`config.mk`:
```
export PLATFORM = sky130hd
export DESIGN_NAME = acsf_mac
export DESIGN_NICKNAME = d
export VERILOG_FILES = /design/src/rtl/acsf_pkg.sv /design/src/rtl/acsf_mac.sv
export SDC_FILE = /design/constraint.sdc
export NUM_CORES = 1
export LEC_CHECK = 0
export BUFFER_PORTS_ARGS = -buffer_cell sky130_fd_sc_hd__buf_2
export CAP_MARGIN = 40
export CORE_UTILIZATION = 60
export CTS_CLUSTER_DIAMETER = 200
export DETAILED_ROUTE_END_ITERATION = 7
export HOLD_SLACK_MARGIN = 0.02
export PLACE_DENSITY = 0.78
export RECOVER_POWER = 100
export SKIP_LAST_GASP = 1
export SYNTH_ARGS = -nofsm -noshare
export SYNTH_HDL_FRONTEND = slang
export SYNTH_SLANG_ARGS = --single-unit
export TNS_END_PERCENT = 50
```
`constraint.sdc`:
```
create_clock -name clk -period 8.2 [get_ports clk]
set_clock_uncertainty 0.2 [all_clocks]
set_input_delay 1.23 -clock clk [delete_from_list [all_inputs] [get_ports clk]]
set_output_delay 1.23 -clock clk [all_outputs]
set_load 0.05 [all_outputs]
```
`src/rtl/acsf_pkg.sv`:
```
// ----------------------------------------------------------------------------
// acsf_pkg: shared definitions for the anchored cosine similarity filter
// Widths, codes, saturation limits and the control structs passed between the
// element datapath, the cosine unit and the top level.
// ----------------------------------------------------------------------------
package acsf_pkg;

    localparam int VECTOR_DIM = 1024;
    localparam int IDX_W      = $clog2(VECTOR_DIM + 1);
    localparam int ADDR_W     = $clog2(VECTOR_DIM);

    localparam int ELEM_W = 16;
    localparam int TAG_W  = 20;
    localparam int SIM_W  = 16;
    localparam int PROD_W = 2 * ELEM_W;
    localparam int ACC_W  = 42;

    localparam int Q_W     = 15;
    localparam int BIT_W   = $clog2(Q_W);
    localparam int Q_SHIFT = 2 * (Q_W - 1);
    localparam int COS_W   = 2 * ACC_W + Q_SHIFT + 1;
    localparam int ONE_Q14 = 16384;

    localparam int APB_ADDR_W  = 3;
    localparam int APB_DATA_W  = 32;
    localparam int REG_IDX_LSB = 2;
    localparam logic REG_SIM_THRESHOLD = 1'b0;

    localparam logic FUNC_ANCHOR    = 1'b0;
    localparam logic FUNC_CANDIDATE = 1'b1;

    localparam logic [ACC_W-1:0] NORM_MAX = {ACC_W{1'b1}};
    localparam logic [ACC_W-1:0] DOT_MAX  = {1'b0, {(ACC_W - 1){1'b1}}};
    localparam logic [ACC_W-1:0] DOT_MIN  = {1'b1, {(ACC_W - 1){1'b0}}};

    localparam logic [1:0] ACC_NONE  = 2'd0;
    localparam logic [1:0] ACC_ANORM = 2'd1;
    localparam logic [1:0] ACC_CNORM = 2'd2;
    localparam logic [1:0] ACC_DOT   = 2'd3;

    typedef struct packed {
        logic       mul_en;
        logic       mul_anchor;
        logic [1:0] acc_sel;
        logic       first;
    } acsf_mac_ctl_t;

    typedef struct packed {
        logic busy;
        logic done;
    } acsf_cos_stat_t;

endpackage

```
`src/rtl/acsf_mac.sv`:
```
// ----------------------------------------------------------------------------
// acsf_mac: element multiply-accumulate datapath
// One 16x16 multiplier with a registered product feeding saturating
// accumulators for the anchor norm, candidate norm and dot product.
// ----------------------------------------------------------------------------
module acsf_mac (
    input  logic                               clk,
    input  logic                               rst_n,
    input  acsf_pkg::acsf_mac_ctl_t            ctl,
    input  logic signed [acsf_pkg::ELEM_W-1:0] elem,
    input  logic signed [acsf_pkg::ELEM_W-1:0] anchor_elem,
    output logic [acsf_pkg::ACC_W-1:0]         anchor_norm_sq,
    output logic [acsf_pkg::ACC_W-1:0]         candidate_norm_sq,
    output logic [acsf_pkg::ACC_W-1:0]         dot
);

    localparam int AW = acsf_pkg::ACC_W;
    localparam int PW = acsf_pkg::PROD_W;

    logic signed [acsf_pkg::ELEM_W-1:0] mul_b;
    logic signed [PW-1:0]               prod_next;
    logic signed [PW-1:0]               prod_reg;

    logic [AW-1:0] anorm_reg;
    logic [AW-1:0] cnorm_reg;
    logic [AW-1:0] dot_reg;

    logic [AW-1:0] norm_base;
    logic [AW:0]   norm_sum;
    logic [AW-1:0] norm_sat;
    logic [AW-1:0] dot_base;
    logic [AW:0]   dot_sum;
    logic [AW-1:0] dot_sat;

    assign mul_b     = ctl.mul_anchor ? anchor_elem : elem;
    assign prod_next = elem * mul_b;

    always_ff @(posedge clk)
    begin
        if (ctl.mul_en)
        begin
            prod_reg <= prod_next;
        end
    end

    always_comb
    begin
        norm_base = '0;
        if (!ctl.first)
        begin
            norm_base = (ctl.acc_sel == acsf_pkg::ACC_ANORM) ? anorm_reg : cnorm_reg;
        end
        norm_sum = {1'b0, norm_base} + {{(AW + 1 - PW){1'b0}}, prod_reg};
        norm_sat = norm_sum[AW] ? acsf_pkg::NORM_MAX : norm_sum[AW-1:0];

        dot_base = ctl.first ? '0 : dot_reg;
        dot_sum  = {dot_base[AW-1], dot_base} + {{(AW + 1 - PW){prod_reg[PW-1]}}, prod_reg};
        if (dot_sum[AW] != dot_sum[AW-1])
        begin
            dot_sat = dot_sum[AW] ? acsf_pkg::DOT_MIN : acsf_pkg::DOT_MAX;
        end
        else
        begin
            dot_sat = dot_sum[AW-1:0];
        end
    end

    always_ff @(posedge clk or negedge rst_n)
    begin
        if (!rst_n)
        begin
            anorm_reg <= '0;
            cnorm_reg <= '0;
            dot_reg   <= '0;
        end
        else
        begin
            unique case (ctl.acc_sel)
                acsf_pkg::ACC_ANORM: anorm_reg <= norm_sat;
                acsf_pkg::ACC_CNORM: cnorm_reg <= norm_sat;
                acsf_pkg::ACC_DOT:   dot_reg   <= dot_sat;
                default:             ;
            endcase
        end
    end

    assign anchor_norm_sq    = anorm_reg;
    assign candidate_norm_sq = cnorm_reg;
    assign dot               = dot_reg;

endmodule

```
==> metrics.txt, run 1 <==
core area=34710 um2; I/O Buffers=164; top cell type's share of synthesized area=24.85%; Critical Path Fanout Max=15; Avg WL per Cell=18.80 um; register area=4114 um2; Reg2Reg Setup Slack=2.27 ns; number of unique standard cell types used by synthesis=78; final wirelength=56810 um; root buffer cell=clkbuf_16; DRC=0; largest net degree at the start of global routing=68; Final period util=95.09%; Core Util, Final=65.93%; # hold bufs at CTS=0; ANT cells=0; Finished Cell Area=22890 um2; clock-pin slew on the worst setup and hold paths=0.07 ns; Hold Violations, Final=0; multi-input logic area=15520 um2; crit path launch type=primary input; Main synth FF type=dfrtp_1; GPL Wtd Cong=0.9539; vias per cell=5.851; drt first pass iters=8; failing checks=max-capacitance violations, max-slew violations; critical hold path startpoint=dot[25]$_DFFE_PN0N_; Post-Syn Instances=2442; Avg Synthesized Cell Area=8.711 um2; Ys Warns=0; DP Area=22550 um2; headroom to the max-slew limit=-149.0%; via count of the routed design=17680; Finish-stage setup viols=0; DP Wirelength=45020 um; FFs w/ async S/R, synth=79.75%; CP max-delay cell=fa_1; Clock Sinks=158; initial DRC count=1243; FILL cells=2958; Worst Hold Class=flip-flop to flip-flop; status=complete, but fails checks; RSZ-0062 raised after global routing=false; synthesis-to-finish area growth=7.588%; GRT Util Overall=32.03%; CP Data Required Time=8.20 ns; vias in the first global route=17800; slew of the pin with the lowest slew margin=3.736 ns; Placed Cells=2990; mapped cell area=21270 um2; Reg-to-Reg End=dot[27]$_DFFE_PN0N_; worst setup path start=ctl[3]; Top cell by count, worst path=fa_1; die area=36210 um2; antenna violations before repair=0; cell with the most instances after synthesis=nand2_1; Yosys reg bits=158; Top Ports=165; Synthesized Nets=2901; CTS tree=yes; CTS H-tree lvls=4; Initial Utilization=61.28%; share of cells above drive strength 1=5.843%; Cell Count, Final, Fillers Out=3022; grt ovf=0; sequential area share after synthesis=19.34%; Setup CP Type=primary input to flip-flop; fmax=128.2 MHz; ranking of synthesized cells by area=fa_1 25%, dfrtp_1 15%, ha_1 9.2%, nand2_1 6.4%, inv_1 5.4%; CP Capture Point=prod_reg[30]$_DFFE_PP_; crit path DAT=7.79 ns; crit end category=flip-flop; Final Max Slew Viols=206; min Tclk post-route=7.798 ns; synth cell count leaders=361 x nand2_1, 304 x inv_1, 264 x fa_1; DIE WIDTH=190.3 um; reg2reg start=dot[20]$_DFFE_PN0N_; delay of the slowest critical-path stage=0.56 ns; Clock Latency Late Sink=0.45 ns; CP Cell Sequence=buf_2, mux2_2, and2_1, fa_1, inv_1, fa_1, inv_1, fa_1, inv_1, fa_1, fa_1, fa_1, inv_1, ha_1, o21ai_0, a21oi_1, a221oi_1, o41a_1, o211ai_1, a31oi_1, o21ai_0, a21o_1, o31ai_1, xnor2_1; chip height=190.3 um; cell taking the most area after synthesis=fa_1; max_cap viols=5; Post-CTS Setup Inserts=0; first-pass GRT wire length=90900 um; Detail Route Antenna Nets=0; standard-cell row count=68; post-cts sizing count=0; R2R cell count=13; cts bufs inserted=17; CTS max path bufs=2; fin nets=3013; number of synthesized flops with an enable pin=32
-- cells in the final DEF (no fill, tap or decap), types with 16 or more instances in the layout --
cell type    n
nand2_1    361
inv_1      304
fa_1       264
ha_1       156
o21ai_0    153
a21oi_1    146
clkbuf_1   134
nor2_1     133
dfrtp_1    126
nor2b_1     95
and2_1      78
xnor2_1     66
a21o_1      42
buf_2       35
edfxtp_1    32
nand3_1     31
o211ai_1    31
xor2_1      28
a31oi_1     25
buf_4       23
nand2b_1    22
o21a_1      21
o21bai_1    20
mux2i_1     19
clkbuf_16   17
nor3_1      16
maj3_1      16
-- worst max-delay path: cells and delay by family --
kind | cells | cell delay (ns)
buffers and inverters | 5 | 0.41
XOR/XNOR | 1 | 0.10
AO/OA/AOI/OAI | 9 | 1.97
multiplexers | 1 | 0.49
AND/OR/NAND/NOR | 1 | 0.23
adder cells (fa/ha/maj) | 7 | 3.37
-- metrics by stage --
step,setup WS (ns),hold slack [ns],TNS [ns]
2_1_floorplan,0.08031,0.4509,0
3_3_place_gp,0.2220,0.2763,0
3_5_place_dp,-0.04581,0.2776,-0.04581
4_1_cts,0.4371,0.2922,0
5_1_grt,0.07464,0.3221,0
6_report,0.4023,0.2943,0
-- per-layer routing --
layer | GRT usage (%) | vias to the layer above | wire length (um)
li1 | - | 8238 | -
met1 | 41.74 | 8613 | 23700
met2 | 54.48 | 712 | 27380
met3 | 3.717 | 119 | 3683
met4 | 12.68 | 0 | 2037
met5 | 0 | - | 0
-- worst min-delay path by stage --
stage | end | slack (ns) | cells past startpoint
3_3_place_gp | dot[27]$_DFFE_PN0N_ | 0.28 | 2
4_1_cts | dot[29]$_DFFE_PN0N_ | 0.29 | 2
2_1_floorplan | anchor_norm_sq[0]$_DFFE_PN0P_ | 0.45 | 3
3_5_place_dp | dot[25]$_DFFE_PN0N_ | 0.28 | 2
6_report | dot[25]$_DFFE_PN0N_ | 0.29 | 2
5_1_grt | dot[17]$_DFFE_PN0N_ | 0.32 | 2
-- layout make-up --
cell class | instances | share of cell area [%]
clock buffer | 18 | 1.919
tap | 455 | 2.488
timing repair buffer | 197 | 4.035
clock inverter | 14 | 0.7599
multi-input combinational | 1876 | 67.84
inverter | 304 | 4.986
sequential | 158 | 17.98
-- logic make-up (layout without fill, tap and decap cells) --
group | Yosys count | in the layout | synth area share [%]
DFF | 158 | 158 | 19.34
AOI/OAI and AO/OA | 514 | 514 | 15.25
muxes | 34 | 34 | 1.741
adders and majority gates | 436 | 436 | 34.79
xor gates and xnor gates | 94 | 94 | 3.870
buffers and inverters | 408 | 533 | 7.447
and+or+nand+nor | 798 | 798 | 17.56
Power of run 1 is left out: the tool's default activity adds up to more than one toggle a clock period on the data nets, which glitch-free logic cannot reach.
==> inputs of run 2 (changes only) <==
PLACE_DENSITY = 0.87   (was 0.78)
==> metrics.txt, run 2 (synthesized netlist as in run 1, its figures left out) <==
DRC=0 (unchanged); DP Wirelength=45690 um (was 45020 um); I/O Buffers=164 (unchanged); Final period util=95.68% (was 95.09%); most frequent cells in the layout=361 x nand2_1, 304 x inv_1, 264 x fa_1 (unchanged); max_cap viols=5 (unchanged); # hold bufs at CTS=0 (unchanged); min Tclk post-route=7.846 ns (was 7.798 ns); fmax=127.5 MHz (was 128.2 MHz); Setup CP Type=primary input to flip-flop (unchanged); antenna violations before repair=0 (unchanged); clock-pin slew on the worst setup and hold paths=0.07 ns (about the same); via count of the routed design=18210 (was 17680); first-pass GRT wire length=93790 um (was 90900 um); final wirelength=58240 um (was 56810 um); largest net degree at the start of global routing=63 (was 68); Worst Slack Setup Final=0.3541 ns (was 0.4023 ns); Clock Latency Late Sink=0.45 ns (about the same); Cell Count, Final, Fillers Out=3024 (was 3022); drt first pass iters=6 (was 8); Top Ports=165 (unchanged); GRT Util Overall=32.92% (was 32.03%); Detail Route Antenna Nets=0 (unchanged); Hold Violations, Final=0 (unchanged); share of cells above drive strength 1=5.722% (was 5.843%); R2R cell count=16 (was 13); fin nets=3015 (was 3013); Clock Sinks=158 (unchanged); Avg WL per Cell=19.26 um (was 18.80 um); Critical Path Fanout Max=15 (unchanged); post-cts sizing count=0 (unchanged); ANT cells=0 (unchanged); die area=36210 um2 (unchanged); Post-CTS Setup Inserts=0 (unchanged); most common cell after layout, fill and taps aside=nand2_1 (unchanged); standard-cell row count=68 (unchanged); Finish-stage setup viols=0 (unchanged); Final Max Slew Viols=198 (was 206); headroom to the max-slew limit=-137.5% (was -149.0%); CTS tree=yes (unchanged); DIE WIDTH=190.3 um (unchanged); grt ovf=0 (unchanged); crit path launch type=primary input (unchanged); initial DRC count=1624 (was 1243); Hold Path Depth=2 (unchanged); root buffer cell=clkbuf_16 (unchanged); failing checks=max-capacitance violations, max-slew violations (unchanged); pre-CTS WS=-0.002435 ns (was -0.04581 ns); status=complete, but fails checks (unchanged); Initial Utilization=61.28% (unchanged); crit path DAT=7.84 ns (was 7.79 ns); RSZ-0062 raised after global routing=false (unchanged); slew of the pin with the lowest slew margin=3.563 ns (was 3.736 ns); vias per cell=6.021 (was 5.851); CTS max path bufs=2 (unchanged); Worst Hold Class=flip-flop to flip-flop (unchanged); Placed Cells=2992 (was 2990); core area=34710 um2 (unchanged); vias in the first global route=18240 (was 17800); synthesis-to-finish area growth=7.670% (was 7.588%); chip height=190.3 um (unchanged); CTS H-tree lvls=4 (unchanged); crit end category=flip-flop (unchanged); CP Data Required Time=8.19 ns (was 8.20 ns); GPL Wtd Cong=0.9681 (was 0.9539); cts bufs inserted=17 (unchanged)
## run 2: changes by cell type in the layout (fill, tap and decap cells not counted), moves of 2 or more
cell        delta
o21ai_0        -2
clkinvlp_4     -2
o21ai_1        +2
buf_4          +3
inv_8          +2
clkinv_8       +3
mux2_2         -3
mux2_1         +3
## run 2: layout make-up
| type | instances | area (um2) |
|---|---|---|
| clock inverters | 15 | 193.9 |
| inverters | 304 | 1141 |
| clock buffers | 17 | 425.4 |
| multi-input cells | 1876 | 15520 |
| well taps | 455 | 569.3 |
| fillers | 2813 | 11810 |
| repair buffers | 199 | 937.1 |
| flip-flops and latches | 158 | 4114 |
## run 2: final timing paths
path                                                  startpoint                          endpoint  slack, ns
worst max-delay path                                      ctl[3]            prod_reg[30]$_DFFE_PP_       0.35
worst min register to register               dot[26]$_DFFE_PN0N_               dot[26]$_DFFE_PN0N_       0.30
worst max register to register  candidate_norm_sq[0]$_DFFE_PN0N_  candidate_norm_sq[4]$_DFFE_PN0N_       2.09
worst min-delay path                         dot[26]$_DFFE_PN0N_               dot[26]$_DFFE_PN0N_       0.30
max in group asynchronous                                  rst_n               dot[26]$_DFFE_PN0N_       1.23
min in group asynchronous                                  rst_n  candidate_norm_sq[5]$_DFFE_PN0N_       1.51
## run 2: metal layers
metal | global-route usage, % | vias up | part of all wire (%)
met1 | 43.15 | 8839 | 40
li1 | - | 8247 | -
met3 | 5.760 | 159 | 9.4
met5 | 0 | - | 0
met2 | 54.17 | 963 | 47
met4 | 13.29 | 0 | 4.0
## run 2: critical path, stage by stage
cell      delay, ns
buf_2          0.22
mux2_1         0.55
and2_0         0.27
fa_1           0.56
inv_1          0.06
fa_1           0.47
inv_1          0.05
fa_1           0.49
fa_1           0.52
fa_1           0.50
inv_1          0.05
fa_1           0.47
inv_1          0.04
ha_1           0.35
a21oi_1        0.15
o21ai_0        0.10
a221oi_1       0.34
o41a_1         0.29
o211ai_1       0.14
a31oi_1        0.26
o21ai_0        0.16
a21o_1         0.23
o31ai_1        0.24
xnor2_1        0.10
## run 2: metrics by stage
step           setup TNS (ns)  hold slack, ns  instance area [um2]  util [%]
5_1_grt                     0          0.3212                22900     65.98
4_1_cts                     0          0.2978                23180     66.78
3_5_place_dp        -0.002435          0.2823                22560     64.99
6_report                    0          0.2984                22900     65.98
3_3_place_gp                0          0.2740                22480     64.76
2_1_floorplan               0          0.4509                21270         -
Power of run 2 is left out for the same reason.
==> inputs of run 3 (changes only) <==
CTS_BUF_LIST = sky130_fd_sc_hd__clkbuf_16   (was unset)
clock period = 7.72 ns   (was 8.2 ns; I/O delays follow)
==> metrics.txt, run 3 (synthesized netlist as in run 1, its figures left out) <==
CP Data Required Time=7.71 ns (was 8.19 ns); vias in the first global route=18530 (was 18240); crit path launch type=primary input (unchanged); Detail Route Antenna Nets=0 (unchanged); GRT Util Overall=33.57% (was 32.92%); slew of the pin with the lowest slew margin=3.177 ns (was 3.563 ns); core area=34710 um2 (unchanged); Top cell by count, worst path=fa_1 (unchanged); standard-cell row count=68 (unchanged); Top Ports=165 (unchanged); Hold Violations, Final=0 (unchanged); initial DRC count=1707 (was 1624); register area=4114 um2 (unchanged); most common cell after layout, fill and taps aside=nand2_1 (unchanged); RSZ-0062 raised after global routing=true (was false); most frequent cells in the layout=361 x nand2_1, 305 x inv_1, 264 x fa_1 (was 361 x nand2_1, 304 x inv_1, 264 x fa_1); crit end category=flip-flop (unchanged); via count of the routed design=18350 (was 18210); Clock Latency Late Sink=0.44 ns (was 0.45 ns); critical path's top delay family=adder cells (unchanged); Clock Sinks=158 (unchanged); fmax=133.8 MHz; final wirelength=59300 um (was 58240 um); Finish-stage setup viols=0 (unchanged); Final period util=96.83%; first-pass GRT wire length=95360 um (was 93790 um); DP Wirelength=47180 um (was 45690 um); Final Max Slew Viols=158 (was 198); delay of the slowest critical-path stage=0.51 ns (was 0.56 ns); chip height=190.3 um (unchanged); Initial Utilization=61.28% (unchanged); largest net degree at the start of global routing=67 (was 63); antenna violations before repair=0 (unchanged); GPL Wtd Cong=0.9700 (was 0.9681); failing checks=design-rule violations, max-capacitance violations, max-slew violations (was max-capacitance violations, max-slew violations); Avg WL per Cell=19.30 um (was 19.26 um); FILL cells=2789 (was 2813); grt ovf=0 (unchanged); crit path buf inv count=7 (was 5); fin nets=3064 (was 3015); CTS H-tree lvls=4 (unchanged); CP max-delay cell=fa_1 (unchanged); max_cap viols=3 (was 5); CTS tree=yes (unchanged); root buffer cell=clkbuf_16 (unchanged); die area=36210 um2 (unchanged); drt first pass iters=8 (was 6); Worst Hold Class=flip-flop to flip-flop (unchanged); share of cells above drive strength 1=8.365% (was 5.722%); Setup CP Type=primary input to flip-flop (unchanged); crit path DAT=7.47 ns (was 7.84 ns); ANT cells=0 (unchanged); Finished Cell Area=23280 um2 (was 22900 um2); multi-input logic area=15600 um2 (was 15520 um2); clock-pin slew on the worst setup and hold paths=0.06 ns (was 0.07 ns); DIE WIDTH=190.3 um (unchanged); synthesis-to-finish area growth=9.464% (was 7.670%); headroom to the max-slew limit=-111.8% (was -137.5%); cts bufs inserted=17 (unchanged); I/O Buffers=164 (unchanged); CTS max path bufs=2 (unchanged); DRC=1 (was 0); vias per cell=5.971 (was 6.021); Critical Path Fanout Max=8 (was 15); # hold bufs at CTS=0 (unchanged); min Tclk post-route=7.475 ns; DP Area=22890 um2 (was 22560 um2); status=complete, but fails checks (unchanged)
==> run 3: final cells by class <==
| type | count | share of cell area [%] |
|---|---|---|
| Multi-Input combinational cell | 1876 | 67.01 |
| Clock buffer | 17 | 1.827 |
| Tap cell | 455 | 2.445 |
| Timing Repair Buffer | 248 | 5.540 |
| Inverter | 304 | 4.901 |
| Clock inverter | 15 | 0.6126 |
| Sequential cell | 158 | 17.67 |
==> run 3: timing repair <==
action / CTS / global route
endpoints found under the setup margin: 0 / 2
hold endpoints to repair: 0 / 0
setup buffers: 0 / 0
gates resized for setup: 0 / 1
==> run 3: worst min-delay path, cell delays in order (launching register included) <==
cell and delay, ns:
dfrtp_1 0.35, nand2_1 0.06, o21ai_2 0.05
==> run 3: through the flow <==
stage | instances | setup slack [ns] | setup TNS [ns] | util (%) | hold slack, ns
floorplan | 2442 | 0.02382 | 0 | - | 0.4509
global placement | 3040 | -0.02023 | -0.02023 | 65.87 | 0.2749
detailed placement | 3041 | -0.1866 | -0.4483 | 65.95 | 0.2825
CTS | 3073 | 0.2813 | 0 | 67.59 | 0.2957
global route | 3073 | -0.05674 | -0.05674 | 67.08 | 0.3240
finish | 3073 | 0.2447 | 0 | 67.08 | 0.2979
==> run 3: worst paths after layout <==
| path | startpoint | endpoint | slack [ns] | cells after the start |
|---|---|---|---|---|
| setup / recovery | ctl[3] | prod_reg[30]$_DFFE_PP_ | 0.24 | 26 |
| hold / removal | dot[29]$_DFFE_PN0N_ | dot[29]$_DFFE_PN0N_ | 0.30 | 2 |
| setup reg to reg | dot[19]$_DFFE_PN0N_ | dot[35]$_DFFE_PN0N_ | 2.78 | 13 |
| hold reg to reg | dot[29]$_DFFE_PN0N_ | dot[29]$_DFFE_PN0N_ | 0.30 | 2 |
| max in group asynchronous | rst_n | dot[27]$_DFFE_PN0N_ | 1.09 | 3 |
| min in group asynchronous | rst_n | candidate_norm_sq[4]$_DFFE_PN0N_ | 1.57 | 1 |
==> run 3: layer usage <==
metal  share of wire, %  vias to the layer above  global-route usage (%)
li1                   -                     8338                       -
met1                 40                     8903                   44.45
met2                 47                      937                   55.51
met3                8.7                      172                   4.601
met4                4.2                        0                   13.88
met5                  0                        -                       0
Power of run 3 is left out for the same reason.
